==> src/rtl/ssp_pkg.sv <==
// Shared types and constants for the servo status packet receiver.
// No dependencies; imported by the interfaces, the parser and the top level.
`timescale 1ns / 1ps

package ssp_pkg;

    localparam int BYTE_W    = 8;
    localparam int CFG_IDX_W = 1;

    localparam logic [BYTE_W-1:0] SYNC_BYTE = 8'hFF;
    localparam logic [BYTE_W-1:0] SUM_GOOD  = 8'hFF;
    localparam logic [BYTE_W-1:0] MIN_LEN   = 8'd2;

    localparam logic [BYTE_W-1:0] EXPECTED_ID_RESET = 8'd1;
    localparam logic [BYTE_W-1:0] MAX_LENGTH_RESET  = 8'd40;

    localparam logic [CFG_IDX_W-1:0] CFG_EXPECTED_ID = 1'b0;
    localparam logic [CFG_IDX_W-1:0] CFG_MAX_LENGTH  = 1'b1;

    localparam logic KIND_PARAM = 1'b0;
    localparam logic KIND_END   = 1'b1;

    typedef enum logic [1:0] {
        ST_OK        = 2'd0,
        ST_WRONG_ID  = 2'd1,
        ST_BAD_LEN   = 2'd2,
        ST_BAD_SUM   = 2'd3
    } status_t;

    typedef enum logic [3:0] {
        PH_HUNT = 4'b0001,
        PH_ID   = 4'b0010,
        PH_LEN  = 4'b0100,
        PH_BODY = 4'b1000
    } phase_t;

    typedef struct packed {
        logic              item_kind;
        logic [BYTE_W-1:0] data_byte;
        logic [BYTE_W-1:0] param_index;
        status_t           packet_status;
        logic [BYTE_W-1:0] servo_error;
    } result_t;

    typedef struct packed {
        logic [BYTE_W-1:0] expected_id;
        logic [BYTE_W-1:0] max_length;
    } cfg_t;

endpackage

==> src/rtl/ssp_if.sv <==
// Valid/ready channel interfaces: received bytes in, parsed results out.
// Depends on ssp_pkg.
`timescale 1ns / 1ps

interface ssp_rx_if;
    import ssp_pkg::*;

    logic              valid;
    logic              ready;
    logic [BYTE_W-1:0] rx_byte;

    modport source (output valid, output rx_byte, input ready);
    modport sink   (input valid, input rx_byte, output ready);
endinterface

interface ssp_result_if;
    import ssp_pkg::*;

    logic              valid;
    logic              ready;
    logic              item_kind;
    logic [BYTE_W-1:0] data_byte;
    logic [BYTE_W-1:0] param_index;
    logic [1:0]        packet_status;
    logic [BYTE_W-1:0] servo_error;

    modport source (output valid, output item_kind, output data_byte,
                    output param_index, output packet_status,
                    output servo_error, input ready);
    modport sink   (input valid, input item_kind, input data_byte,
                    input param_index, input packet_status,
                    input servo_error, output ready);
endinterface

==> src/rtl/ssp_parser.sv <==
// Frame state and per-byte step of the status packet parser.
// Depends on ssp_pkg.
`timescale 1ns / 1ps

module ssp_parser (
    input  logic                     clk,
    input  logic                     rst_n,
    input  logic                     accept,
    input  logic [ssp_pkg::BYTE_W-1:0] rx_byte,
    input  ssp_pkg::cfg_t            cfg,
    output logic                     res_valid,
    output ssp_pkg::result_t         res
);
    import ssp_pkg::*;

    phase_t            phase_reg,     phase_next;
    logic [BYTE_W-1:0] left_reg,      left_next;
    logic [BYTE_W-1:0] sum_reg,       sum_next;
    logic [BYTE_W-1:0] rid_reg,       rid_next;
    logic [BYTE_W-1:0] len_reg,       len_next;
    logic [BYTE_W-1:0] err_reg,       err_next;
    logic [BYTE_W-1:0] pos_reg,       pos_next;
    logic [BYTE_W-1:0] left_dec;

    function automatic status_t end_status(
        input logic [BYTE_W-1:0] id,
        input logic [BYTE_W-1:0] len,
        input logic              check_sum,
        input logic [BYTE_W-1:0] sum,
        input cfg_t              c
    );
        status_t st;
        if (id != c.expected_id)
            st = ST_WRONG_ID;
        else if (len < MIN_LEN || len > c.max_length)
            st = ST_BAD_LEN;
        else if (check_sum && sum != SUM_GOOD)
            st = ST_BAD_SUM;
        else
            st = ST_OK;
        return st;
    endfunction

    assign left_dec = left_reg - 8'd1;

    always_comb
    begin
        phase_next = phase_reg;
        left_next  = left_reg;
        sum_next   = sum_reg;
        rid_next   = rid_reg;
        len_next   = len_reg;
        err_next   = err_reg;
        pos_next   = pos_reg;
        res_valid  = 1'b0;
        res        = '0;
        unique case (phase_reg)
            PH_HUNT:
            begin
                phase_next = (rx_byte == SYNC_BYTE) ? PH_ID : PH_HUNT;
            end
            PH_ID:
            begin
                // skip repeated sync bytes; first other byte is the ID
                if (rx_byte != SYNC_BYTE)
                begin
                    rid_next   = rx_byte;
                    sum_next   = rx_byte;
                    phase_next = PH_LEN;
                end
            end
            PH_LEN:
            begin
                len_next  = rx_byte;
                left_next = rx_byte;
                sum_next  = sum_reg + rx_byte;
                err_next  = '0;
                pos_next  = '0;
                if (rx_byte == '0)
                begin
                    // empty packet ends here without a checksum
                    phase_next        = PH_HUNT;
                    res_valid         = 1'b1;
                    res.item_kind     = KIND_END;
                    res.packet_status = end_status(rid_reg, rx_byte, 1'b0,
                                                   sum_next, cfg);
                end
                else
                begin
                    phase_next = PH_BODY;
                end
            end
            PH_BODY:
            begin
                sum_next  = sum_reg + rx_byte;
                left_next = left_dec;
                if (left_dec == '0)
                begin
                    phase_next        = PH_HUNT;
                    res_valid         = 1'b1;
                    res.item_kind     = KIND_END;
                    res.servo_error   = err_reg;
                    res.packet_status = end_status(rid_reg, len_reg, 1'b1,
                                                   sum_next, cfg);
                end
                else if (pos_reg == '0)
                begin
                    err_next = rx_byte;
                    pos_next = 8'd1;
                end
                else
                begin
                    res_valid       = 1'b1;
                    res.item_kind   = KIND_PARAM;
                    res.data_byte   = rx_byte;
                    res.param_index = pos_reg - 8'd1;
                    pos_next        = pos_reg + 8'd1;
                end
            end
            default:
            begin
                phase_next = PH_HUNT;
            end
        endcase
    end

    always_ff @(posedge clk or negedge rst_n)
    begin
        if (!rst_n)
        begin
            phase_reg <= PH_HUNT;
            left_reg  <= '0;
            sum_reg   <= '0;
            rid_reg   <= '0;
            len_reg   <= '0;
            err_reg   <= '0;
            pos_reg   <= '0;
        end
        else if (accept)
        begin
            phase_reg <= phase_next;
            left_reg  <= left_next;
            sum_reg   <= sum_next;
            rid_reg   <= rid_next;
            len_reg   <= len_next;
            err_reg   <= err_next;
            pos_reg   <= pos_next;
        end
    end

`ifndef NO_ASSERTIONS
    a_body_has_bytes: assert property (@(posedge clk) disable iff (!rst_n)
        phase_reg == PH_BODY |-> left_reg != '0)
        else $error("body phase with no bytes left");

    a_param_after_err: assert property (@(posedge clk) disable iff (!rst_n)
        accept && res_valid && res.item_kind == KIND_PARAM
        |-> phase_reg == PH_BODY && pos_reg != '0)
        else $error("parameter emitted before the error byte");
`endif

endmodule

==> src/rtl/servo_status_packet_receiver.sv <==
// Top level of the servo status packet receiver: config registers,
// result register and channel handshake. Depends on ssp_pkg, ssp_if, ssp_parser.
`timescale 1ns / 1ps

// Channel   Dir  Payload                                          Request
// rx        in   rx_byte                                          one bus byte
// result    out  item_kind data_byte param_index packet_status    one parameter
//                servo_error                                      or end status
// cfg       in   cfg_wr_en cfg_index cfg_data                     register write
//
// The parser's frame state updates and the result register loads in the same
// cycle, so a byte can be taken every clock while rx.ready is high.
// rx.ready drops only while the result register is full and result.ready is
// low; take a new byte in the cycle the held request leaves.
// Reset clears the frame state to hunting for a sync byte and loads the
// register defaults (expected_id 1, max_length 40).

module servo_status_packet_receiver (
    input  logic                            clk,
    input  logic                            rst_n,
    ssp_rx_if.sink                          rx,
    ssp_result_if.source                    result,
    input  logic                            cfg_wr_en,
    input  logic [ssp_pkg::CFG_IDX_W-1:0]   cfg_index,
    input  logic [ssp_pkg::BYTE_W-1:0]      cfg_data
);
    import ssp_pkg::*;

    cfg_t    cfg_reg;
    logic    out_valid_reg;
    result_t out_res_reg;
    logic    accept;
    logic    res_valid;
    result_t res;

    // Advance when the result slot is empty or being drained this cycle.
    assign rx.ready = !out_valid_reg || result.ready;
    assign accept   = rx.valid && rx.ready;

    // Register writes; applied straight away, the next end status sees them.
    always_ff @(posedge clk or negedge rst_n)
    begin
        if (!rst_n)
        begin
            cfg_reg.expected_id <= EXPECTED_ID_RESET;
            cfg_reg.max_length  <= MAX_LENGTH_RESET;
        end
        else if (cfg_wr_en)
        begin
            unique case (cfg_index)
                CFG_EXPECTED_ID: cfg_reg.expected_id <= cfg_data;
                CFG_MAX_LENGTH:  cfg_reg.max_length  <= cfg_data;
                default:         cfg_reg             <= cfg_reg;
            endcase
        end
    end

    ssp_parser u_parser (
        .clk       (clk),
        .rst_n     (rst_n),
        .accept    (accept),
        .rx_byte   (rx.rx_byte),
        .cfg       (cfg_reg),
        .res_valid (res_valid),
        .res       (res)
    );

    // Result register: fill on an accepted byte that yields a request,
    // drop the request once the sink takes it.
    always_ff @(posedge clk or negedge rst_n)
    begin
        if (!rst_n)
            out_valid_reg <= 1'b0;
        else if (accept)
            out_valid_reg <= res_valid;
        else if (result.ready)
            out_valid_reg <= 1'b0;
    end

    // Payload holds while stalled since accept is low then.
    always_ff @(posedge clk)
    begin
        if (accept && res_valid)
            out_res_reg <= res;
    end

    assign result.valid         = out_valid_reg;
    assign result.item_kind     = out_res_reg.item_kind;
    assign result.data_byte     = out_res_reg.data_byte;
    assign result.param_index   = out_res_reg.param_index;
    assign result.packet_status = out_res_reg.packet_status;
    assign result.servo_error   = out_res_reg.servo_error;

`ifndef NO_ASSERTIONS
    a_no_overwrite: assert property (@(posedge clk) disable iff (!rst_n)
        accept |-> !out_valid_reg || result.ready)
        else $error("byte accepted over a held request");

    a_result_loaded: assert property (@(posedge clk) disable iff (!rst_n)
        accept && res_valid |=> out_valid_reg)
        else $error("result request lost");
`endif

endmodule

==> src/flat_wrapper.sv <==
// flat-port wrapper written by rule: the top's interface ports become plain ports
module servo_status_packet_receiver_flat import ssp_pkg::*;
  (clk, rst_n, cfg_wr_en, cfg_index, cfg_data, rx_valid, rx_rx_byte, rx_ready, result_valid, result_item_kind, result_data_byte, result_param_index, result_packet_status, result_servo_error, result_ready);
  ssp_rx_if rx_i ();
  ssp_result_if result_i ();
  input  logic clk;
  input  logic rst_n;
  input  logic cfg_wr_en;
  input  logic [ssp_pkg::CFG_IDX_W-1:0] cfg_index;
  input  logic [ssp_pkg::BYTE_W-1:0] cfg_data;
  input wire logic [$bits(rx_i.valid)-1:0] rx_valid;
  input wire logic [$bits(rx_i.rx_byte)-1:0] rx_rx_byte;
  output wire logic [$bits(rx_i.ready)-1:0] rx_ready;
  output wire logic [$bits(result_i.valid)-1:0] result_valid;
  output wire logic [$bits(result_i.item_kind)-1:0] result_item_kind;
  output wire logic [$bits(result_i.data_byte)-1:0] result_data_byte;
  output wire logic [$bits(result_i.param_index)-1:0] result_param_index;
  output wire logic [$bits(result_i.packet_status)-1:0] result_packet_status;
  output wire logic [$bits(result_i.servo_error)-1:0] result_servo_error;
  input wire logic [$bits(result_i.ready)-1:0] result_ready;
  assign rx_i.valid = rx_valid;
  assign rx_i.rx_byte = rx_rx_byte;
  assign rx_ready = rx_i.ready;
  assign result_valid = result_i.valid;
  assign result_item_kind = result_i.item_kind;
  assign result_data_byte = result_i.data_byte;
  assign result_param_index = result_i.param_index;
  assign result_packet_status = result_i.packet_status;
  assign result_servo_error = result_i.servo_error;
  assign result_i.ready = result_ready;
  servo_status_packet_receiver u_core (.clk(clk), .rst_n(rst_n), .rx(rx_i), .result(result_i), .cfg_wr_en(cfg_wr_en), .cfg_index(cfg_index), .cfg_data(cfg_data));
endmodule
==> config.mk <==
export PLATFORM = sky130hd
export DESIGN_NAME = servo_status_packet_receiver_flat
export DESIGN_NICKNAME = d
export VERILOG_FILES = /design/src/rtl/ssp_pkg.sv /design/src/rtl/ssp_if.sv /design/src/rtl/ssp_parser.sv /design/src/rtl/servo_status_packet_receiver.sv /design/src/flat_wrapper.sv
export SDC_FILE = /design/constraint.sdc
export NUM_CORES = 1
export LEC_CHECK = 0
export BUFFER_PORTS_ARGS = -buffer_cell sky130_fd_sc_hd__buf_2
export CORE_MARGIN = 10
export CORE_UTILIZATION = 45
export DETAILED_ROUTE_END_ITERATION = 8
export PLACE_DENSITY = 0.66
export SYNTH_ARGS = -nofsm -noshare
export SYNTH_HDL_FRONTEND = slang
export SYNTH_SLANG_ARGS = --single-unit
==> constraint.sdc <==
create_clock -name clk -period 3.4 [get_ports clk]
set_clock_uncertainty 0.1 [all_clocks]
set_input_delay 0.17 -clock clk [delete_from_list [all_inputs] [get_ports clk]]
set_output_delay 0.17 -clock clk [all_outputs]
set_load 0.05 [all_outputs]
==> out/metrics.csv <==
stage,metric,value,unit
run_status,status,"finished, final reports clean",
synthesis,Yosys reg bits,96,
clocking,CTS Buffer Depth,2,
clocking,clock root cell,clkbuf_8,
sta,RSZ-0062 raised after global routing,false,
power,Worst IR Drop VDD,0.235,mV
global_routing,Global Route Usage Sum,13.9,%
clocking,Worst-Skew Late Latency,0.37,ns
worst_setup_path,crit-path cells,ha_1 -> fa_1 -> a211oi_1 -> nor2_1 -> xor2_1 -> nand3_1 -> nor4_1 -> o21ai_0,
worst_setup_path,CP Data Required Time,3.40,ns
global_routing,vias in the first global route,3595,
placement,Post-DP HPWL,7.83,mm
sta,Hold Slack,0.0258,ns
synthesis,dominant synthesized flop cell,dfrtp_1,
floorplan,Die Width,125,um
worst_setup_path,CP peak stage delay,0.42,ns
synthesis,main combinational cell family by area after synthesis,simple AND/OR/NAND/NOR gates,
power,Logic pwr share,15.3,%
sta,clock period minus worst slack,2.67,ns
sta,Final setup viols,0,
cells_and_area,antenna diode count,0,
worst_setup_path,Crit-path slowest cell,nor4_1,
cells_and_area,nets,561,
worst_setup_path,crit path capture type,flip-flop,
floorplan,DIE HEIGHT,125,um
floorplan,io pins,51,
global_routing,largest net degree at the start of global routing,35,
worst_setup_path,critical path type,reg2reg,
detailed_routing,Routed Antenna Nets,0,
detailed_routing,drt wl/cell,16.1,um
detailed_routing,Via density,5.39,
synthesis,Synth Net Count,503,
floorplan,row cnt,38,
worst_setup_path,Setup crit start kind,flip-flop,
synthesis,syn_area_per_cell,10.8,um2
detailed_routing,drt total wl,10.7,mm
synthesis,Adder-Cell Fraction of Synth Area,5.44,%
sta,setup TNS,0,ns
clocking,"Reg clk slew, reported paths",0.09,ns
cells_and_area,Area growth syn-to-layout,13.8,%
worst_setup_path,worst reg-to-reg path cell count,8,
floorplan,Core ar.,10800,um2
clocking,CTS H-tree depth,3,
placement,port buffer count,50,
global_routing,global-route wire length before repair,18.1,mm
synthesis,mux share of post-synthesis cell area,8.48,%
synthesis,Synth Area in Compound Gates,10.2,%
synthesis,Post-synth EDFFs,27,
sta,Slew Limit Headroom,48.7,%
synthesis,"Async S/R FF share, synth",71.9,%
sta,Final Hold Viols,0,
synthesis,Synth Area in Simple Gates,17.7,%
global_routing,initial antenna violation count,0,
cells_and_area,layout cells sized above 1,23.5,%
detailed_routing,Pre-antenna DRT Iters,4,
hold_path,WHS Path Cells,2,
detailed_routing,remaining routing DRC violations,0,
power,Cell Pwr Density,434,nW/um2
power,Leak,2.46,nW
synthesis,XOR/XNOR share of the synthesized area,4.05,%
sta,max frequency,375,MHz
clocking,TritonCTS buffer count,9,
synthesis,synthesized instance count,460,
power,P_sw,0.668,mW
worst_setup_path,CP Max Fanout,2,
floorplan,Die Area,15700,um2
power,sw frac,27.2,%
job,Max-Cap Viols,0,
power,clock share of power,31.1,%
sta,Tcrit/Tclk final,78.5,%
synthesis,Yosys cell types,58,
worst_setup_path,crit path DAT,2.67,ns
clocking,clock sinks,96,
synthesis,synthesized area,4970,um2
hold_path,Hold Crit Class,in2reg,
power,Flop pwr share,53.6,%
sta,Least-Margin Pin Slew,0.767,ns
placement,gpl congestion,0.849,
synthesis,number of synthesis warnings,0,
detailed_routing,vias,3573,
global_routing,grt total ovfl,0,
sta,Max Slew Vio Count,0,
floorplan,Initial Util,45.9,%
cells_and_area,Largest register FFs,16,
detailed_routing,number of DRC markers in iteration 0,225,
clocking,CTS tree,done,
synthesis,"Seq/Total Area, Yosys",51.1,%
power,Pint,1.79,mW
==> metrics by stage <==
step	worst slack, ns	utilization, %	power [mW]	std cells	area (um2)
final	0.730	52.2	2.45	663	5660
after global routing	0.518	52.2	2.58	663	5660
after CTS	0.742	52.2	2.47	663	5660
after detailed placement	0.760	49.4	1.71	638	5360
after global placement	0.788	49.4	1.69	638	5360
after floorplan	0.381	-	1.59	460	4970
==> kinds of logic after synthesis <==
logic type	after synthesis
xor gates and xnor gates	23
DFF	96
buffers and inverters	34
AOI/OAI and AO/OA	86
muxes	38
and+or+nand+nor	162
adders and majority gates	21
==> cells in the final DEF (no fill, tap or decap), types with 2 or more instances in the layout <==
cell,count
ha_1,20
and2_1,12
nand3_1,8
and3_1,11
o21ai_1,10
clkbuf_8,9
a211oi_1,3
inv_6,2
nor3_1,8
o22a_1,3
xnor2_1,10
edfxtp_1,27
nor4_1,9
xor2_1,13
o21ai_2,2
o211ai_1,2
dlygate4sd3_1,9
a21o_1,2
clkinv_2,3
or4_1,3
nor4b_1,3
nand4_1,6
or3_1,2
clkbuf_16,2
inv_1,15
o31ai_1,6
a21oi_1,23
dfstp_2,4
nor2_2,2
mux2i_1,5
o21ai_0,25
nor2_1,40
dfrtp_1,65
buf_4,7
nor2b_1,2
buf_2,50
a31oi_1,3
mux2_2,33
nand2_1,35
nand2b_1,7
==> power by group through the flow <==
stage / Clock, mW / Combinational [mW] / Sequential (mW)
2_1_floorplan: 0 / 0.279 / 1.32
3_3_place_gp: 0 / 0.357 / 1.33
3_5_place_dp: 0 / 0.369 / 1.34
4_1_cts: 0.782 / 0.378 / 1.31
5_1_grt: 0.830 / 0.427 / 1.33
6_report: 0.764 / 0.375 / 1.31
==> Yosys cell counts, types with 12 or more instances <==
library cell / instances / area share (%)
edfxtp_1: 27 / 16
inv_1: 15 / 1.1
o21ai_0: 25 / 2.5
nor2_1: 41 / 3.1
nand2_1: 35 / 2.6
dfrtp_1: 65 / 33
a21oi_1: 23 / 2.3
mux2_2: 33 / 7.5
clkbuf_1: 13 / 0.98
ha_1: 20 / 5.0
xor2_1: 13 / 2.3
and2_1: 12 / 1.5
==> path summary, 6_finish.rpt <==
kind | start | to | slack, ns
max in group asynchronous | rst_n | u_core.result.valid | 2.21
max reg2reg | u_core.u_parser.sum_reg[0] | u_core.result.packet_status[0] | 0.73
max | u_core.u_parser.sum_reg[0] | u_core.result.packet_status[0] | 0.73
min | rx_rx_byte[0] | u_core.u_parser.rid_reg[0] | 0.03
min reg2reg | u_core.u_parser.err_reg[0] | u_core.u_parser.err_reg[0] | 0.38
min in group asynchronous | rst_n | u_core.cfg_reg[10] | 0.17
==> routing by layer <==
| metal | global-route usage (%) | part of all wire (%) |
|---|---|---|
| met1 | 18.5 | 46 |
| met2 | 21.7 | 47 |
| met3 | 3.00 | 5.6 |
| met4 | 5.35 | 1.0 |
| met5 | 0 | 0 |
==> cell type report <==
type	instances	area, um2
Tap cell	140	175
Fill cell	980	5180
Timing Repair Buffer	66	393
Inverter	15	56.3
Clock inverter	5	32.5
Sequential cell	96	2540
Multi-Input combinational cell	330	2280
Clock buffer	11	174
==> timing repair <==
action,in CTS,in global routing
hold endpoints to repair,35,0
setup buffers,0,0
resized for setup,0,0
hold buffers,9,0
==> critical path: cells and delay by family (launching register included) <==
family	cells	cell delay (ns)
xor gates and xnor gates	1	0.18
AOI/OAI and AO/OA	2	0.48
DFF	1	0.39
adders and majority gates	2	0.62
and+or+nand+nor	3	0.62
Power figures use the tool's default switching activity.
